## src/design/bmt_pkg.sv

```systemverilog
// Package with the shared constants, codes and control types of the bucketed table.
package bmt_pkg;

    localparam int NUM_BUCKETS  = 256;
    localparam int BUCKET_DEPTH = 16;

    localparam int IDX_W    = (NUM_BUCKETS > 1) ? $clog2(NUM_BUCKETS) : 1;
    localparam int SLOT_W   = (BUCKET_DEPTH > 1) ? $clog2(BUCKET_DEPTH) : 1;
    localparam int CNT_W    = 5;
    localparam int ENTRY_AW = IDX_W + SLOT_W;
    localparam int ENTRY_DEPTH = NUM_BUCKETS << SLOT_W;

    localparam int KEY_W = 32;
    localparam int VAL_W = 32;
    localparam int TS_W  = 9;
    localparam logic [TS_W-1:0] TS_RESET = 9'd256;

    typedef enum logic {
        OP_ADD   = 1'b0,
        OP_QUERY = 1'b1
    } t_opcode;

    typedef enum logic [1:0] {
        ST_OK    = 2'd0,
        ST_RANGE = 2'd1,
        ST_FULL  = 2'd2
    } t_status;

    // Kinds of single-result outcomes.
    typedef enum logic [1:0] {
        RES_RANGE = 2'd0,
        RES_FULL  = 2'd1,
        RES_ADD   = 2'd2,
        RES_EMPTY = 2'd3
    } t_res_kind;

    typedef enum logic [1:0] {
        S_IDLE   = 2'd0,
        S_LOOK   = 2'd1,
        S_STREAM = 2'd2
    } t_state;

    typedef struct packed {
        logic      capture;
        logic      single;
        t_res_kind kind;
        logic      q_start;
        logic      q_step;
    } t_dp_cmd;

    typedef struct packed {
        logic in_range;
        logic is_add;
        logic full;
        logic empty;
        logic out_free;
        logic q_last;
    } t_dp_status;

endpackage

```

## src/design/bmt_ctrl.sv

```systemverilog
// Controller state machine that sequences lookup, update and query streaming.
module bmt_ctrl import bmt_pkg::*; (
    input  logic       i_clk,
    input  logic       i_rst_n,
    input  logic       i_in_valid,
    input  t_dp_status i_stat,
    output logic       o_in_ready,
    output t_dp_cmd    o_cmd
);

    t_state r_state;
    t_state n_state;

    always_ff @(posedge i_clk) begin
        if (!i_rst_n) begin
            r_state <= S_IDLE;
        end else begin
            r_state <= n_state;
        end
    end

    always_comb begin
        n_state       = r_state;
        o_in_ready    = 1'b0;
        o_cmd.capture = 1'b0;
        o_cmd.single  = 1'b0;
        o_cmd.kind    = RES_RANGE;
        o_cmd.q_start = 1'b0;
        o_cmd.q_step  = 1'b0;
        unique case (r_state)
            S_IDLE: begin
                o_in_ready = 1'b1;
                if (i_in_valid) begin
                    o_cmd.capture = 1'b1;
                    n_state       = S_LOOK;
                end
            end
            S_LOOK: begin
                // The bucket count is now out of its RAM.
                if (i_stat.in_range && !i_stat.is_add && !i_stat.empty) begin
                    o_cmd.q_start = 1'b1;
                    n_state       = S_STREAM;
                end else if (i_stat.out_free) begin
                    o_cmd.single = 1'b1;
                    n_state      = S_IDLE;
                    if (!i_stat.in_range) begin
                        o_cmd.kind = RES_RANGE;
                    end else if (!i_stat.is_add) begin
                        o_cmd.kind = RES_EMPTY;
                    end else if (i_stat.full) begin
                        o_cmd.kind = RES_FULL;
                    end else begin
                        o_cmd.kind = RES_ADD;
                    end
                end
            end
            S_STREAM: begin
                if (i_stat.out_free) begin
                    o_cmd.q_step = 1'b1;
                    if (i_stat.q_last) begin
                        n_state = S_IDLE;
                    end
                end
            end
            default: begin
                n_state = S_IDLE;
            end
        endcase
    end

endmodule

```

## config.mk

```make
export PLATFORM = sky130hd
export DESIGN_NAME = bmt_ctrl
export DESIGN_NICKNAME = d
export VERILOG_FILES = /design/src/design/bmt_pkg.sv /design/src/design/bmt_ctrl.sv
export SDC_FILE = /design/constraint.sdc
export NUM_CORES = 1
export LEC_CHECK = 0
export BUFFER_PORTS_ARGS = -buffer_cell sky130_fd_sc_hd__buf_2
export CAP_MARGIN = 20
export CORE_AREA = 2 2 39 41
export DETAILED_ROUTE_END_ITERATION = 8
export DIE_AREA = 0 0 41 43
export GPL_TIMING_DRIVEN = 0
export SLEW_MARGIN = 25
export SYNTH_ARGS = -nofsm -noshare
export SYNTH_HDL_FRONTEND = slang
export SYNTH_SLANG_ARGS = --single-unit
```

## constraint.sdc

```tcl
create_clock -name i_clk -period 1.2 [get_ports i_clk]
set_input_delay 0.06 -clock i_clk [delete_from_list [all_inputs] [get_ports i_clk]]
set_output_delay 0.06 -clock i_clk [all_outputs]
set_load 0.01 [all_outputs]
```

==> metrics <==
Syn Area/Cell=8.47 sq um; slowest CP cell=dfxtp_2; Largest regs=r_state x2; Leak=0.151 nW; PortBufs=15; startpoint types=flip-flop; mapped cell area=186 sq um; largest net degree at the start of global routing=9; Tcrit/Tclk final=0.928; Yosys reg bits=2; die area=0.00176 sq mm; Peak VDD IR=291 uV; CP peak stage delay=340 ps; PwrDens=951 mW/mm^2; met3 Resource Use GR=0.0471; CTS Root Cell=clkbuf_4; CTS max path bufs=2; placed insts=53; Layout Cells excl Fill=56; Reg2Reg Launch Point=r_state[1]; htree depth=1; Yosys cell types=15; PostCTS Resize Cnt=0; RR Endpoint=r_state[1]; hold-critical path depth=3; Biggest register=r_state; hold_buf cts=0; total track usage=0.0772; outcome=finished clean; Synth-to-Final Area Change=64.4%; Hold Crit Endpoint=r_state[0]; die width=41 microns; via count=225; RSZ-0062 raised after global routing=no; Hold Startpoint=i_in_valid; worst-path cell chain=nor4bb_1, buf_2; GRT busiest layer=met2; # setup viols final=0; Final Hold Viols=0; Layout Nets=51; Ys Warns=0; M2 GR Usage=0.100; initial cell density of the core=0.135; Critical Path RT=1140 ps; Rel. slew slack=0.825; min-delay worst type=in -> reg; max-cap viol count=0; grt met1 use=0.0863; post-DR vias/cell=4.02; Syn Inst Count=22; worst hold slack=126 ps; clock tree sinks=2; syn nets=31; Arr. time, crit path=1050 ps; measured slew at the worst slew-check pin=259 ps; Setup Fix Bufs, Post-CTS=0; initial antenna violation count=0; Core Area=0.00138 sq mm; Final HPWL DP=427 microns; min cycle time layout=1110 ps; clk_skew=8.21 ps; Slew Limit Fails=0; die height=43 microns; FMAX=0.898 GHz; layout cells sized above 1=0.550; diode count=0; row count=14; Crit Path Class=reg -> out; first-pass GRT wire length=855 microns; # IOs=16; Post-synth EDFFs=0; ys async rst share=0; Routed Antenna Nets=0; drt wl/cell=9.77 microns; CP max FO=8; CTS tree=yes; clock buffer count from CTS=3; Synth Flop Type=dfxtp_1; Reg clk slew, reported paths=40 ps; sequential area share after synthesis=0.215; vias in the first global route=219; DR iter-0 viols=1; DRC=0; routability cong.=0.620; max reg flops=2; total routed wirelength=547 microns; reg2reg setup slack=330 ps; clk_lat worst skew=230 ps; Remaining Overflow, GRT=0; CP endpoint kind=output pin; R2R depth=2; drt first pass iters=2; setup TNS=0 ps
cell usage in the layout (no fill, tap or decap):
| cell | n |
|---|---|
| a21oi_1 | 2 |
| a32o_1 | 1 |
| and2_1 | 2 |
| and3b_1 | 2 |
| buf_2 | 15 |
| buf_4 | 1 |
| clkbuf_4 | 3 |
| dfxtp_2 | 2 |
| nand2_1 | 2 |
| nand2b_1 | 2 |
| nand4b_1 | 1 |
| nand4bb_1 | 2 |
| nor2_1 | 1 |
| nor2b_1 | 1 |
| nor3b_2 | 1 |
| nor4bb_1 | 1 |
| o21ai_1 | 1 |
routing by layer:
layer	up-vias	part of all wire
li1	120	-
met1	97	0.41
met2	8	0.49
met3	0	0.097
met4	0	0
met5	-	0
report_power, final:
part / internal, mW / leakage [nW] / total, mW / switching, mW
registers: 0.0714 / 0.0172 / 0.0775 / 0.00611
clock network: 0.111 / 0.0138 / 0.155 / 0.0443
logic: 0.0316 / 0.120 / 0.0587 / 0.0271
total: 0.214 / 0.151 / 0.291 / 0.0775
cell usage after synthesis, types with 2 or more instances:
cell type,count,share of area
dfxtp_1,2,0.21
a21oi_1,2,0.054
nand2b_1,2,0.067
and3b_1,2,0.094
nand4bb_1,2,0.12
nand2_1,2,0.040
and2_1,2,0.067
logic make-up (layout without fill, tap and decap cells):
family,count (synthesis),after routing,share of synthesized area
compound gates,4,4,0.134
buf+inv,1,19,0.0403
simple gates,15,15,0.611
flops,2,2,0.215
worst max-delay path by stage:
stage          startpoint  slack [ps]         end  cells after the start
2_1_floorplan  r_state[0]         350    o_cmd[4]                      1
3_3_place_gp    i_stat[4]         280    o_cmd[1]                      5
6_report       r_state[1]          90    o_cmd[4]                      2
3_5_place_dp   r_state[1]         270  r_state[1]                      2
4_1_cts        r_state[1]          20    o_cmd[0]                      3
5_1_grt        r_state[1]          40    o_cmd[0]                      3
metrics by stage:
step / total power [mW] / instance area [sq um] / utilization / setup slack [ps]
floorplan: 0.105 / 186 / - / 348
global placement: 0.135 / 282 / 0.203 / 282
detailed placement: 0.137 / 282 / 0.203 / 269
CTS: 0.305 / 304 / 0.220 / 23.6
global route: 0.319 / 307 / 0.222 / 44.5
finish: 0.291 / 307 / 0.222 / 85.9
area by class of cell:
type	instances	area (sq um)
Buffer	1	7.51
Clock buffer	3	22.5
Fill cell	160	1080
Multi-Input combinational cell	19	139
Sequential cell	2	42.5
Tap cell	16	20.0
Timing Repair Buffer	15	75.1
critical path: cells and delay by family, from the launching register on:
kind | cells | cell delay, ps
buffers and inverters | 1 | 180
DFF | 1 | 340
and+or+nand+nor | 1 | 300
No activity file was read; power rests on OpenSTA's default activity.
